## src/rtl/core/ubsd_pkg.sv

```systemverilog
// Shared types and constants of the byte stream Unicode decoder.
// No dependencies; every other file of the block imports this package.
package ubsd_pkg;

  localparam logic [1:0] MODE_RAW     = 2'd0;
  localparam logic [1:0] MODE_UTF8    = 2'd1;
  localparam logic [1:0] MODE_UTF16LE = 2'd2;
  localparam logic [1:0] MODE_UTF16BE = 2'd3;

  localparam logic [1:0] ST_OK    = 2'd0;
  localparam logic [1:0] ST_ILL   = 2'd1;
  localparam logic [1:0] ST_SHORT = 2'd2;

  localparam int QDEPTH = 4;
  localparam int QPTR_W = $clog2(QDEPTH);

  typedef struct packed {
    logic [1:0]        cnt;
    logic [2:0][20:0]  cp;
    logic [2:0][1:0]   st;
  } bundle_t;

  typedef struct packed {
    logic    push;
    bundle_t data;
  } q_wr_t;

  typedef struct packed {
    logic    valid;
    bundle_t data;
  } q_rd_t;

  typedef struct packed {
    logic [1:0]  need;
    logic [1:0]  st;
    logic [20:0] val;
  } lead_t;

endpackage

```

## src/rtl/core/ubsd_front.sv

```systemverilog
// Front end: accepts bytes, keeps the UTF-8 and UTF-16 decode state and
// builds the bundle of up to three results per request. Depends on ubsd_pkg.
module ubsd_front (
  input  logic           clk,
  input  logic           rst_n,
  input  logic           cfg_we,
  input  logic [1:0]     cfg_wdata,
  input  logic           in_push,
  input  logic [7:0]     in_data_byte,
  input  logic           in_end_of_stream,
  input  logic           q_full,
  output ubsd_pkg::q_wr_t q_wr
);
  import ubsd_pkg::*;

  logic [1:0]       mode_r;
  logic [2:0][7:0]  pend_r, pend_nxt;
  logic [1:0]       pcnt_r, pcnt_nxt;
  logic [1:0]       need_r, need_nxt;
  logic [20:0]      part_r, part_nxt;
  logic [7:0]       odd_r, odd_nxt;
  logic             oddv_r, oddv_nxt;
  logic [15:0]      hs_r, hs_nxt;
  logic             hsv_r, hsv_nxt;

  logic             accept;
  bundle_t          bnd;
  lead_t            l0, l1, l2;
  logic [20:0]      pv;
  logic [15:0]      u;

  function automatic lead_t classify(input logic [7:0] b);
    lead_t l;
    l.need = 2'd0;
    l.st   = ST_OK;
    l.val  = {13'd0, b};
    if (b[7:6] == 2'b10) begin
      l.st = ST_ILL;
    end else if (b[7:5] == 3'b110) begin
      l.need = 2'd1;
      l.val  = {16'd0, b[4:0]};
    end else if (b[7:4] == 4'b1110) begin
      l.need = 2'd2;
      l.val  = {17'd0, b[3:0]};
    end else if (b[7:3] == 5'b11110) begin
      l.need = 2'd3;
      l.val  = {18'd0, b[2:0]};
    end else if (b[7]) begin
      l.st = ST_ILL;
    end
    return l;
  endfunction

  function automatic bundle_t put(input bundle_t bi, input logic [20:0] cp,
                                  input logic [1:0] st);
    bundle_t bo;
    bo = bi;
    bo.cp[bi.cnt] = cp;
    bo.st[bi.cnt] = st;
    bo.cnt = bi.cnt + 2'd1;
    return bo;
  endfunction

  assign accept = in_push && !q_full;

  always_comb begin
    pend_nxt = pend_r;
    pcnt_nxt = pcnt_r;
    need_nxt = need_r;
    part_nxt = part_r;
    odd_nxt  = odd_r;
    oddv_nxt = oddv_r;
    hs_nxt   = hs_r;
    hsv_nxt  = hsv_r;
    bnd      = '0;
    l0       = classify(in_data_byte);
    l1       = classify(pend_r[1]);
    l2       = classify(pend_r[2]);
    pv       = {part_r[14:0], in_data_byte[5:0]};
    u        = (mode_r == MODE_UTF16LE) ? {in_data_byte, odd_r} : {odd_r, in_data_byte};
    unique case (mode_r)
      MODE_RAW: begin
        if (!in_end_of_stream) begin
          bnd = put(bnd, {13'd0, in_data_byte}, ST_OK);
        end
      end
      MODE_UTF8: begin
        if (in_end_of_stream) begin
          if (pcnt_r != 2'd0) begin
            bnd = put(bnd, {13'd0, pend_r[0]}, ST_SHORT);
            if (pcnt_r >= 2'd2) begin
              if (l1.need == 2'd0) begin
                bnd = put(bnd, {13'd0, pend_r[1]}, l1.st);
              end else if (l1.need == 2'd1 && pcnt_r == 2'd3) begin
                bnd = put(bnd, {l1.val[14:0], pend_r[2][5:0]}, ST_OK);
              end else begin
                bnd = put(bnd, {13'd0, pend_r[1]}, ST_SHORT);
              end
              if (pcnt_r == 2'd3 && !(l1.need == 2'd1)) begin
                bnd = put(bnd, {13'd0, pend_r[2]},
                          (l2.need == 2'd0) ? l2.st : ST_SHORT);
              end
            end
          end
          pend_nxt = '0;
          pcnt_nxt = '0;
          need_nxt = '0;
          part_nxt = '0;
        end else if (need_r == 2'd0) begin
          if (l0.need == 2'd0) begin
            bnd = put(bnd, {13'd0, in_data_byte}, l0.st);
          end else begin
            part_nxt    = l0.val;
            need_nxt    = l0.need;
            pend_nxt[0] = in_data_byte;
            pcnt_nxt    = 2'd1;
          end
        end else begin
          need_nxt = need_r - 2'd1;
          if (need_r == 2'd1) begin
            bnd      = put(bnd, pv, ST_OK);
            part_nxt = '0;
            pcnt_nxt = '0;
            pend_nxt = '0;
          end else begin
            part_nxt = pv;
            pcnt_nxt = pcnt_r + 2'd1;
            case (pcnt_r)
              2'd1:    pend_nxt[1] = in_data_byte;
              2'd2:    pend_nxt[2] = in_data_byte;
              default: pend_nxt    = pend_r;
            endcase
          end
        end
      end
      default: begin
        if (in_end_of_stream) begin
          if (hsv_r) begin
            bnd = put(bnd, {5'd0, hs_r}, ST_SHORT);
          end
          odd_nxt  = '0;
          oddv_nxt = 1'b0;
          hs_nxt   = '0;
          hsv_nxt  = 1'b0;
        end else if (!oddv_r) begin
          odd_nxt  = in_data_byte;
          oddv_nxt = 1'b1;
        end else begin
          odd_nxt  = '0;
          oddv_nxt = 1'b0;
          if (hsv_r && u[15:10] == 6'b110111) begin
            bnd     = put(bnd, 21'h10000 + {1'b0, hs_r[9:0], u[9:0]}, ST_OK);
            hs_nxt  = '0;
            hsv_nxt = 1'b0;
          end else begin
            if (hsv_r) begin
              bnd = put(bnd, {5'd0, hs_r}, ST_ILL);
            end
            if (u[15:10] == 6'b110110) begin
              hs_nxt  = u;
              hsv_nxt = 1'b1;
            end else begin
              bnd     = put(bnd, {5'd0, u}, ST_OK);
              hs_nxt  = '0;
              hsv_nxt = 1'b0;
            end
          end
        end
      end
    endcase
  end

  assign q_wr.push = accept && (bnd.cnt != 2'd0);
  assign q_wr.data = bnd;

  always_ff @(posedge clk) begin
    if (!rst_n) begin
      mode_r <= MODE_UTF8;
      pend_r <= '0;
      pcnt_r <= '0;
      need_r <= '0;
      part_r <= '0;
      odd_r  <= '0;
      oddv_r <= 1'b0;
      hs_r   <= '0;
      hsv_r  <= 1'b0;
    end else if (cfg_we) begin
      mode_r <= cfg_wdata;
      pend_r <= '0;
      pcnt_r <= '0;
      need_r <= '0;
      part_r <= '0;
      odd_r  <= '0;
      oddv_r <= 1'b0;
      hs_r   <= '0;
      hsv_r  <= 1'b0;
    end else if (accept) begin
      pend_r <= pend_nxt;
      pcnt_r <= pcnt_nxt;
      need_r <= need_nxt;
      part_r <= part_nxt;
      odd_r  <= odd_nxt;
      oddv_r <= oddv_nxt;
      hs_r   <= hs_nxt;
      hsv_r  <= hsv_nxt;
    end
  end

endmodule

```

## src/rtl/core/ubsd_queue.sv

```systemverilog
// Short queue of result bundles between the front and back ends.
// Depends on ubsd_pkg for the bundle type and depth.
module ubsd_queue (
  input  logic            clk,
  input  logic            rst_n,
  input  ubsd_pkg::q_wr_t q_wr,
  input  logic            q_pop,
  output logic            q_full,
  output ubsd_pkg::q_rd_t q_rd
);
  import ubsd_pkg::*;

  bundle_t             mem_r [QDEPTH];
  logic [QPTR_W-1:0]   wptr_r, rptr_r;
  logic [QPTR_W:0]     cnt_r;
  logic                do_push, do_pop;

  assign q_full   = (cnt_r == (QPTR_W+1)'(QDEPTH));
  assign q_rd.valid = (cnt_r != '0);
  assign q_rd.data  = mem_r[rptr_r];
  assign do_push  = q_wr.push && !q_full;
  assign do_pop   = q_pop && q_rd.valid;

  always_ff @(posedge clk) begin
    if (do_push) begin
      mem_r[wptr_r] <= q_wr.data;
    end
  end

  always_ff @(posedge clk) begin
    if (!rst_n) begin
      wptr_r <= '0;
      rptr_r <= '0;
      cnt_r  <= '0;
    end else begin
      if (do_push) begin
        wptr_r <= wptr_r + 1'b1;
      end
      if (do_pop) begin
        rptr_r <= rptr_r + 1'b1;
      end
      if (do_push && !do_pop) begin
        cnt_r <= cnt_r + 1'b1;
      end else if (do_pop && !do_push) begin
        cnt_r <= cnt_r - 1'b1;
      end
    end
  end

endmodule

```

## src/rtl/core/ubsd_back.sv

```systemverilog
// Back end: holds one bundle and hands out its results one per request.
// Depends on ubsd_pkg for the bundle type.
module ubsd_back (
  input  logic            clk,
  input  logic            rst_n,
  input  ubsd_pkg::q_rd_t q_rd,
  output logic            q_pop,
  input  logic            out_pop,
  output logic            out_empty,
  output logic [20:0]     out_codepoint,
  output logic [1:0]      out_status,
  output logic            out_last
);
  import ubsd_pkg::*;

  bundle_t     cur_r;
  logic        curv_r;
  logic [1:0]  idx_r;
  logic        fire;

  assign out_empty     = !curv_r;
  assign out_codepoint = cur_r.cp[idx_r];
  assign out_status    = cur_r.st[idx_r];
  assign out_last      = (idx_r == cur_r.cnt - 2'd1);
  assign fire          = out_pop && curv_r;
  assign q_pop         = q_rd.valid && (!curv_r || (fire && out_last));

  always_ff @(posedge clk) begin
    if (q_pop) begin
      cur_r <= q_rd.data;
    end
  end

  always_ff @(posedge clk) begin
    if (!rst_n) begin
      curv_r <= 1'b0;
      idx_r  <= '0;
    end else if (q_pop) begin
      curv_r <= 1'b1;
      idx_r  <= '0;
    end else if (fire) begin
      if (out_last) begin
        curv_r <= 1'b0;
        idx_r  <= '0;
      end else begin
        idx_r <= idx_r + 2'd1;
      end
    end
  end

endmodule

```

## src/rtl/core/unicode_byte_stream_decoder.sv

```systemverilog
// Byte stream Unicode decoder top level: front end, bundle queue, back end.
// Depends on ubsd_pkg, ubsd_front, ubsd_queue and ubsd_back.
// The decoder takes one byte request per cycle while not full and turns it into
// zero to three codepoint results in raw, UTF-8 or UTF-16 mode. The front end
// classifies each request and writes its results as one bundle into a four-entry
// queue; the back end delivers one result per cycle while out_pop is held, and a
// result passes through the queue and the back end's bundle register. Input stays
// at one request per cycle as long as requests average no more than one result
// each; full rises when the four bundles of the queue are taken. A configuration
// write selects the mode and clears any partial sequence, effective next cycle.
module unicode_byte_stream_decoder (
  input  logic        clk,
  input  logic        rst_n,
  input  logic        cfg_we,
  input  logic [1:0]  cfg_wdata,
  input  logic        in_push,
  output logic        in_full,
  input  logic [7:0]  in_data_byte,
  input  logic        in_end_of_stream,
  output logic        out_empty,
  input  logic        out_pop,
  output logic [20:0] out_codepoint,
  output logic [1:0]  out_status,
  output logic        out_last
);
  import ubsd_pkg::*;

  q_wr_t q_wr;
  q_rd_t q_rd;
  logic  q_pop;

  ubsd_front u_front (
    .clk              (clk),
    .rst_n            (rst_n),
    .cfg_we           (cfg_we),
    .cfg_wdata        (cfg_wdata),
    .in_push          (in_push),
    .in_data_byte     (in_data_byte),
    .in_end_of_stream (in_end_of_stream),
    .q_full           (in_full),
    .q_wr             (q_wr)
  );

  ubsd_queue u_queue (
    .clk    (clk),
    .rst_n  (rst_n),
    .q_wr   (q_wr),
    .q_pop  (q_pop),
    .q_full (in_full),
    .q_rd   (q_rd)
  );

  ubsd_back u_back (
    .clk           (clk),
    .rst_n         (rst_n),
    .q_rd          (q_rd),
    .q_pop         (q_pop),
    .out_pop       (out_pop),
    .out_empty     (out_empty),
    .out_codepoint (out_codepoint),
    .out_status    (out_status),
    .out_last      (out_last)
  );

  a_status_range: assert property (@(posedge clk) disable iff (!rst_n)
    !out_empty |-> (out_status == ST_OK || out_status == ST_ILL || out_status == ST_SHORT))
    else $error("result status out of range");

  a_more_follows: assert property (@(posedge clk) disable iff (!rst_n)
    (out_pop && !out_empty && !out_last) |=> !out_empty)
    else $error("result of a request lost before its last one");

  a_reset_clear: assert property (@(posedge clk)
    !rst_n |=> (out_empty && !in_full))
    else $error("queue not cleared by reset");

endmodule
```

## config.mk

```make
export PLATFORM = sky130hd
export DESIGN_NAME = unicode_byte_stream_decoder
export DESIGN_NICKNAME = d
export VERILOG_FILES = /design/src/rtl/core/ubsd_pkg.sv /design/src/rtl/core/ubsd_front.sv /design/src/rtl/core/ubsd_queue.sv /design/src/rtl/core/ubsd_back.sv /design/src/rtl/core/unicode_byte_stream_decoder.sv
export SDC_FILE = /design/constraint.sdc
export NUM_CORES = 1
export LEC_CHECK = 0
export ABC_AREA = 1
export BUFFER_PORTS_ARGS = -buffer_cell sky130_fd_sc_hd__buf_4
export CELL_PAD_IN_SITES_DETAIL_PLACEMENT = 1
export CELL_PAD_IN_SITES_GLOBAL_PLACEMENT = 1
export CORE_MARGIN = 2
export CORE_UTILIZATION = 27
export DETAILED_ROUTE_END_ITERATION = 10
export GPL_TIMING_DRIVEN = 0
export PLACE_DENSITY = 0.46
export REMOVE_ABC_BUFFERS = 1
export SLEW_MARGIN = 20
export SYNTH_ARGS = -nofsm -noshare
export SYNTH_HDL_FRONTEND = slang
export SYNTH_SLANG_ARGS = --single-unit
```

## constraint.sdc

```tcl
create_clock -name clk -period 7.15 [get_ports clk]
set_input_delay 0.715 -clock clk [delete_from_list [all_inputs] [get_ports clk]]
set_output_delay 0.715 -clock clk [all_outputs]
set_load 0.005 [all_outputs]
```

==> summary.txt, run 1 <==
Layout
  • Final design area excluding fillers: 0.0176 mm^2
  • Layout cells sized above 1: 11.5%
  • Post-layout nets: 1503
  • Area grow syn2layout: 18.2%
  • Ant diodes: 0

Place
  • Placed standard-cell area: 0.0163 mm^2
  • Final Wtd Congestion: 0.841
  • DP Worst Slack: 2.77 ns
  • Hpwl dp: 32000 um
  • Port bufs: 41

Clock tree
  • CTS H-tree lvls: 2
  • Clk_lat worst skew: 0.56 ns
  • Clk buf depth: 3
  • Root buf cell: clkbuf_16
  • Clock transition at path regs: 0.05 ns
  • CTS tree: done
  • Post-CTS Setup Inserts: 0
  • Cts bufs inserted: 41
  • CTS sink count: 346
  • Post-cts hold buffer count: 0
  • CTS resizes: 0

STA
  • Layout Skew: 0.0174 ns
  • Setup-failing EPs final: 0
  • RSZ-0062 raised after global routing: false
  • Period utilisation layout: 59.6%
  • Final WS setup: 2.89 ns
  • Measured slew at the worst slew-check pin: 1.04 ns
  • Max-slew violations: 0
  • Final hold vios: 0
  • Hold Worst Slack: 0.391 ns
  • Fin crit period: 4.26 ns
  • FMAX: 0.235 GHz
  • Slew headroom: 29.7%

Pwr
  • Worst VDD drop: 0.000143 V
  • Sequential power share: 44.9%
  • Pint: 4.15 mW
  • PwrDens: 337 mW/mm^2
  • Sw power: 1.78 mW
  • Comb power frac: 21.6%
  • Net Sw Frac: 30.0%
  • Clock power frac: 33.4%
  • Leak: 6.26 nW

Die
  • Initial Util: 27.2%
  • Core area: 0.0548 mm^2
  • DIE AREA: 0.0570 mm^2
  • Row count: 86
  • IO Count: 42
  • Die X: 239 um
  • Die H: 239 um

Global route
  • Largest net degree at the start of global routing: 68
  • Initial antenna violation count: 0
  • First-pass GRT wire length: 71000 um
  • GRT Util Overall: 16.7%
  • GRT overflow: 0
  • Vias in the first global route: 11000

Synthesis
  • Synth Area in Compound Gates: 14.2%
  • Mean Syn Cell Area: 10.3 um^2
  • Yosys reg bits: 346
  • EDFF count, synth: 265
  • Unique masters post-synth: 50
  • Adder-cell area share of the yosys netlist: 1.06%
  • Ys flop type: edfxtp_1
  • Mux contribution to synthesized area: 0%
  • Synth Area in XOR/XNOR: 0.235%
  • Yosys warns: 0
  • Synth Area in Simple Gates: 14.5%
  • Main combinational cell family by area after synthesis: simple AND/OR/NAND/NOR gates
  • Register area share after synthesis: 64.4%
  • Post-synth ARST share: 0%
  • Synth Cell Area: 0.0149 mm^2
  • Mapped Cells: 1445

Routing
  • Initial DRC Count: 665
  • Final ANT Viol Nets: 0
  • Vias: 10700
  • Routed WL: 46600 um
  • Via density: 4.83
  • Routed len/inst: 21.1 um
  • Pre-antenna DRT Iters: 4
  • DRC Markers: 0

Status
  • Status: finished, final reports clean

Worst setup path
  • Kind of critical path: flop to flop
  • Slowest stage delay, CP: 1.00 ns
  • CP Max Fanout: 28
  • Worst path required time: 7.42 ns
  • CP top delay family: simple AND/OR/NAND/NOR gates
  • Crit start category: flop
  • Crit end category: flop
  • Buf/Inv on CP: 4
  • Worst Path Arrival: 4.52 ns
  • CP Cell Sequence: nand2_8 -> nand2_1 -> o21ai_2 -> nor2_4 -> nand2_2 -> ha_1 -> inv_1 -> nand2_1 -> nand2_1 -> nand2_1 -> nand2_2 -> nand2_4 -> nand2_2 -> nor2_4 -> buf_12 -> buf_16 -> buf_16
  • Slowest cell on crit path: dfxtp_1
  • Cell mode on critical path: nand2_1

Worst hold path
  • Hold crit path type: input port to flop

Run
  • Maxcap violations: 0
-- power groups by stage --
stage          Sequential, mW  Clock (mW)  Combinational [mW]
5_1_grt                  2.69        2.13                1.46
6_report                 2.66        1.98                1.28
3_3_place_gp             2.81           0                1.11
3_5_place_dp             2.71           0                1.33
2_1_floorplan            2.68           0               0.636
4_1_cts                  2.67        2.05                1.34
-- final timing paths --
| check | endpoint | cells after the start | startpoint | slack, ns |
|---|---|---|---|---|
| worst max-delay path | u_queue.mem_r[3][23] | 17 | u_front.mode_r[1] | 2.89 |
| worst min-delay path | u_front.mode_r[0] | 3 | cfg_wdata[0] | 0.39 |
| worst max register to register | u_queue.mem_r[3][23] | 17 | u_front.mode_r[1] | 2.89 |
| worst min register to register | u_front.hs_r[13] | 2 | u_front.hs_r[13] | 0.42 |
-- worst min-delay path, stage by stage --
cell and delay (ns):
buf_4 0.08, a21oi_1 0.05, o21ai_0 0.06
-- cell families (layout without fill, tap and decap cells) --
kind of cell	after synthesis	after routing
AND/OR/NAND/NOR	506	506
XOR/XNOR	4	4
AO/OA/AOI/OAI	368	368
flip-flops	346	346
buffers and inverters	209	270
adder cells (fa/ha/maj)	12	12
-- stage by stage --
stage / instances / TNS, ns / power [mW] / util [%]
after floorplan: 1369 / 0 / 3.32 / -
after global placement: 2114 / -370.09 / 3.93 / 28.7
after detailed placement: 2136 / 0 / 4.05 / 29.8
after CTS: 2210 / 0 / 6.06 / 32.1
after global routing: 2210 / 0 / 6.28 / 32.1
final: 2210 / 0 / 5.93 / 32.1
-- state kept, by name, summed over array words and instances, names as in the netlist, 3 cells and up --
signal,cells
u_back.cur_r,53
u_front.part_r,15
u_queue.cnt_r,3
u_front.odd_r,8
u_front.hs_r,16
u_front.pend_r,24
u_queue.mem_r,212
-- cells in the mapped netlist, types with 6 or more instances --
| cell type | number | area share [%] |
|---|---|---|
| o31ai_1 | 13 | 0.66 |
| buf_2 | 13 | 0.44 |
| clkbuf_1 | 52 | 1.3 |
| nand3_1 | 61 | 2.1 |
| nand2_1 | 184 | 4.6 |
| buf_4 | 6 | 0.30 |
| o21ai_0 | 184 | 6.2 |
| o22ai_1 | 69 | 2.9 |
| dfxtp_1 | 81 | 11 |
| ha_1 | 11 | 0.92 |
| nor2_1 | 212 | 5.3 |
| nand2_2 | 10 | 0.42 |
| edfxtp_1 | 265 | 53 |
| nand4_1 | 8 | 0.34 |
| a21oi_1 | 60 | 2.0 |
| nor3_1 | 13 | 0.44 |
| inv_1 | 121 | 3.1 |
| o221ai_1 | 10 | 0.59 |
| inv_2 | 9 | 0.23 |
-- cells in the final DEF, fill, tap and decap left out, drive strengths merged, types with 3 or more instances in the layout --
cell type	n
a211oi	5
a21oi	62
a22oi	3
a31oi	6
buf	63
clkbuf	55
clkinv	18
dfxtp	81
edfxtp	265
ha	11
inv	131
nand2	196
nand3	62
nand4	9
nor2	218
nor3	17
o21ai	190
o221ai	10
o22ai	69
o31ai	13
-- final cells by class --
class / count / area [um^2]
clock buffer: 55 / 1090
sequential: 346 / 9590
clock inverter: 19 / 176
fill: 6029 / 37200
tap: 704 / 881
timing repair buffer: 63 / 841
multi-input combinational: 890 / 4500
inverter: 133 / 508
-- per-layer routing --
| layer | vias to the layer above | global-route usage (%) | wire length [um] |
|---|---|---|---|
| met1 | 5344 | 22.9 | 22300 |
| met2 | 140 | 27.0 | 21600 |
| met3 | 62 | 2.52 | 1220 |
| met4 | 0 | 5.57 | 1460 |
| met5 | - | 0 | 0 |
| li1 | 5127 | - | - |
(Power assumes the default switching activity.)
==> inputs of run 2 (changes only) <==
--- a/config.mk
+++ b/config.mk
@@ -5,7 +5,7 @@
 export SDC_FILE = /design/constraint.sdc
 export NUM_CORES = 1
 export LEC_CHECK = 0
-export ABC_AREA = 1
+export ABC_AREA = 0
 export BUFFER_PORTS_ARGS = -buffer_cell sky130_fd_sc_hd__buf_4
 export CELL_PAD_IN_SITES_DETAIL_PLACEMENT = 1
 export CELL_PAD_IN_SITES_GLOBAL_PLACEMENT = 1
@@ -13,7 +13,7 @@
 export CORE_UTILIZATION = 27
 export DETAILED_ROUTE_END_ITERATION = 10
 export GPL_TIMING_DRIVEN = 0
-export PLACE_DENSITY = 0.46
+export PLACE_DENSITY = 0.44
 export REMOVE_ABC_BUFFERS = 1
 export SLEW_MARGIN = 20
 export SYNTH_ARGS = -nofsm -noshare
==> constraint.sdc (replaced) <==
create_clock -name clk -period 4.13 [get_ports clk]
set_input_delay 0.413 -clock clk [delete_from_list [all_inputs] [get_ports clk]]
set_output_delay 0.413 -clock clk [all_outputs]
set_load 0.005 [all_outputs]
==> summary.txt, run 2 <==
Synthesis
  • Synth top area share: 55.6%
  • Mean Syn Cell Area: 14.3 um^2
  • Commonest cells post-synth: 265 x edfxtp_1, 106 x nand2_1, 81 x dfxtp_1
  • Area contributors post-synth: edfxtp_1 56%, dfxtp_1 11%, mux4_2 8.3%, mux2i_1 4.3%, nand2_1 2.8%
  • EDFF count, synth: 265
  • Post-synth top area cell: edfxtp_1
  • Yosys warns: 0
  • Mapped Cells: 1002
  • Ys flop type: edfxtp_1
  • Unique masters post-synth: 66
  • Most frequent cell after synthesis: edfxtp_1
  • Synth Cell Area: 0.0143 mm^2
  • Yosys reg bits: 346
  • Register area share after synthesis: 67.0%
  • Post-synth ARST share: 0%

Layout
  • Commonest non-fill, non-tap cells in the layout: 265 x edfxtp_1, 106 x nand2_1, 76 x dfxtp_1
  • Area occupied by multi-input gates: 0.00445 mm^2
  • Largest regs: u_queue.mem_r x212, u_back.cur_r x53, u_front.pend_r x24
  • Ant diodes: 0
  • Most common cell after layout, fill and taps aside: edfxtp_1
  • Fill count: 5425
  • Largest Register: u_queue.mem_r
  • Register area: 0.00959 mm^2
  • Area grow syn2layout: 18.3%
  • Post-layout nets: 1070
  • Max FFs per register: 212
  • Layout cells sized above 1: 18.5%

Routing
  • Via density: 4.78
  • Vias: 8418
  • Final ANT Viol Nets: 0
  • DRC Markers: 0
  • Routed len/inst: 22.4 um
  • Pre-antenna DRT Iters: 5
  • Routed WL: 39400 um
  • Initial DRC Count: 474

Worst setup path
  • Kind of critical path: flop to flop
  • CP top delay family: simple AND/OR/NAND/NOR gates
  • CP Max Fanout: 14
  • Crit start category: flop
  • CP Cell Sequence: nor2b_4 -> buf_4 -> mux2_2 -> and2_1 -> nor2b_1 -> a21oi_1 -> o21ai_0
  • Buf/Inv on CP: 1
  • Crit end category: flop
  • Slowest stage delay, CP: 0.87 ns
  • Worst path required time: 4.37 ns
  • Worst Path Arrival: 4.09 ns
  • Slowest cell on crit path: nor2b_1

Die
  • Core area: 0.0524 mm^2
  • DIE AREA: 0.0548 mm^2
  • Die H: 234 um
  • IO Count: 42
  • Row count: 84
  • Initial Util: 27.3%
  • Die X: 234 um

Pwr
  • Power Total: 9.65 mW
  • Worst VDD drop: 0.000283 V
  • Leak: 5.56 nW
  • PwrDens: 571 mW/mm^2

Global route
  • GRT Util Overall: 14.9%
  • Initial antenna violation count: 0
  • First-pass GRT wire length: 59600 um
  • GRT overflow: 0
  • Largest net degree at the start of global routing: 54
  • Vias in the first global route: 9034

Clock tree
  • CTS tree: done
  • Clk buf depth: 3
  • Clk_lat worst skew: 0.56 ns
  • Clock transition at path regs: 0.05 ns
  • CTS sink count: 346
  • Cts bufs inserted: 41
  • CTS H-tree lvls: 2
  • Root buf cell: clkbuf_16
  • Post-cts hold buffer count: 0

Place
  • Hpwl dp: 25700 um
  • Port bufs: 41
  • Final Wtd Congestion: 0.782

Status
  • Status: finished, final reports clean

STA
  • Fin crit period: 3.85 ns
  • Period utilisation layout: 93.2%
  • Slew headroom: 22.0%
  • Final hold vios: 0
  • RSZ-0062 raised after global routing: false
  • Post-Route Setup TNS: 0 ns
  • Setup-failing EPs final: 0
  • FMAX: 0.260 GHz
  • Measured slew at the worst slew-check pin: 1.17 ns
  • Layout Skew: 0.0181 ns
  • Max-slew violations: 0

Run
  • Maxcap violations: 0

Worst hold path
  • Hold crit path type: input port to flop
run 2: cell count changes in the layout (fill, tap and decap cells not counted), sizes merged, moves of 53 or more:
| cell | previous run | this run |
|---|---|---|
| mux4 | 0 | 53 |
| o22ai | 69 | 8 |
| o21ai | 190 | 44 |
| nor2 | 218 | 62 |
| nand2 | 196 | 106 |
| inv | 131 | 23 |
| mux2i | 0 | 62 |
run 2: logic make-up after synthesis:
logic type | share of synthesized area [%]
multiplexers | 13.0
AND/OR/NAND/NOR | 9.41
flip-flops | 67.0
AO/OA/AOI/OAI | 6.80
adder cells (fa/ha/maj) | 1.10
buffers and inverters | 2.34
XOR/XNOR | 0.368
run 2: worst reg2reg max path, delay by kind of cell, from the launching register on:
family                 cells  cell delay [ns]
muxes                      1             0.34
AOI/OAI and AO/OA          2             0.85
DFF                        1             0.68
buffers and inverters      1             0.17
and+or+nand+nor            3             1.49
run 2: per-stage QoR:
step                      hold WS (ns)  std cells  setup WS, ns  area [um^2]  utilization [%]
after detailed placement         0.434       1684        -0.130        15500             29.6
final                           0.0798       1761         0.279        16900             32.3
after floorplan                  0.422        943         0.421        14000                -
after CTS                       0.0389       1761         0.174        16900             32.2
after global placement           0.442       1672         -2.14        15200             29.0
after global routing            0.0726       1761        0.0355        16900             32.3
run 2: power by group:
group	internal, mW	leakage, nW	switching, mW
clock network	2.14	0.646	1.42
logic	0.791	1.70	0.862
registers	4.27	3.21	0.166
run 2: worst paths after layout:
| check | cells past startpoint | endpoint | slack (ns) | start |
|---|---|---|---|---|
| worst max-delay path | 7 | u_queue.mem_r[0][13] | 0.28 | u_front.mode_r[1] |
| worst min-delay path | 3 | u_front.mode_r[0] | 0.08 | cfg_wdata[0] |
| worst max register to register | 7 | u_queue.mem_r[0][13] | 0.28 | u_front.mode_r[1] |
| worst min register to register | 2 | u_front.hs_r[15] | 0.44 | u_front.hs_r[15] |
run 2: final cells by class:
class	count	share of cell area, %
Clock inverter	12	0.688
Inverter	21	0.481
Multi-Input combinational cell	576	26.3
Sequential cell	346	56.7
Clock buffer	62	7.14
Tap cell	688	5.09
Timing Repair Buffer	56	3.60
run 2: layer usage:
metal	GRT usage [%]	routed length, um	up-vias
met3	2.18	1200	50
met4	4.92	881	0
met2	23.8	18300	119
met5	0	0	-
met1	20.6	19000	4371
li1	-	-	3878
run 2: repair_timing:
action                                 CTS  global route
endpoints found under the hold margin    0             0
resized for setup                        2             2
setup buffers                            3             0
setup endpoints to repair                1             1
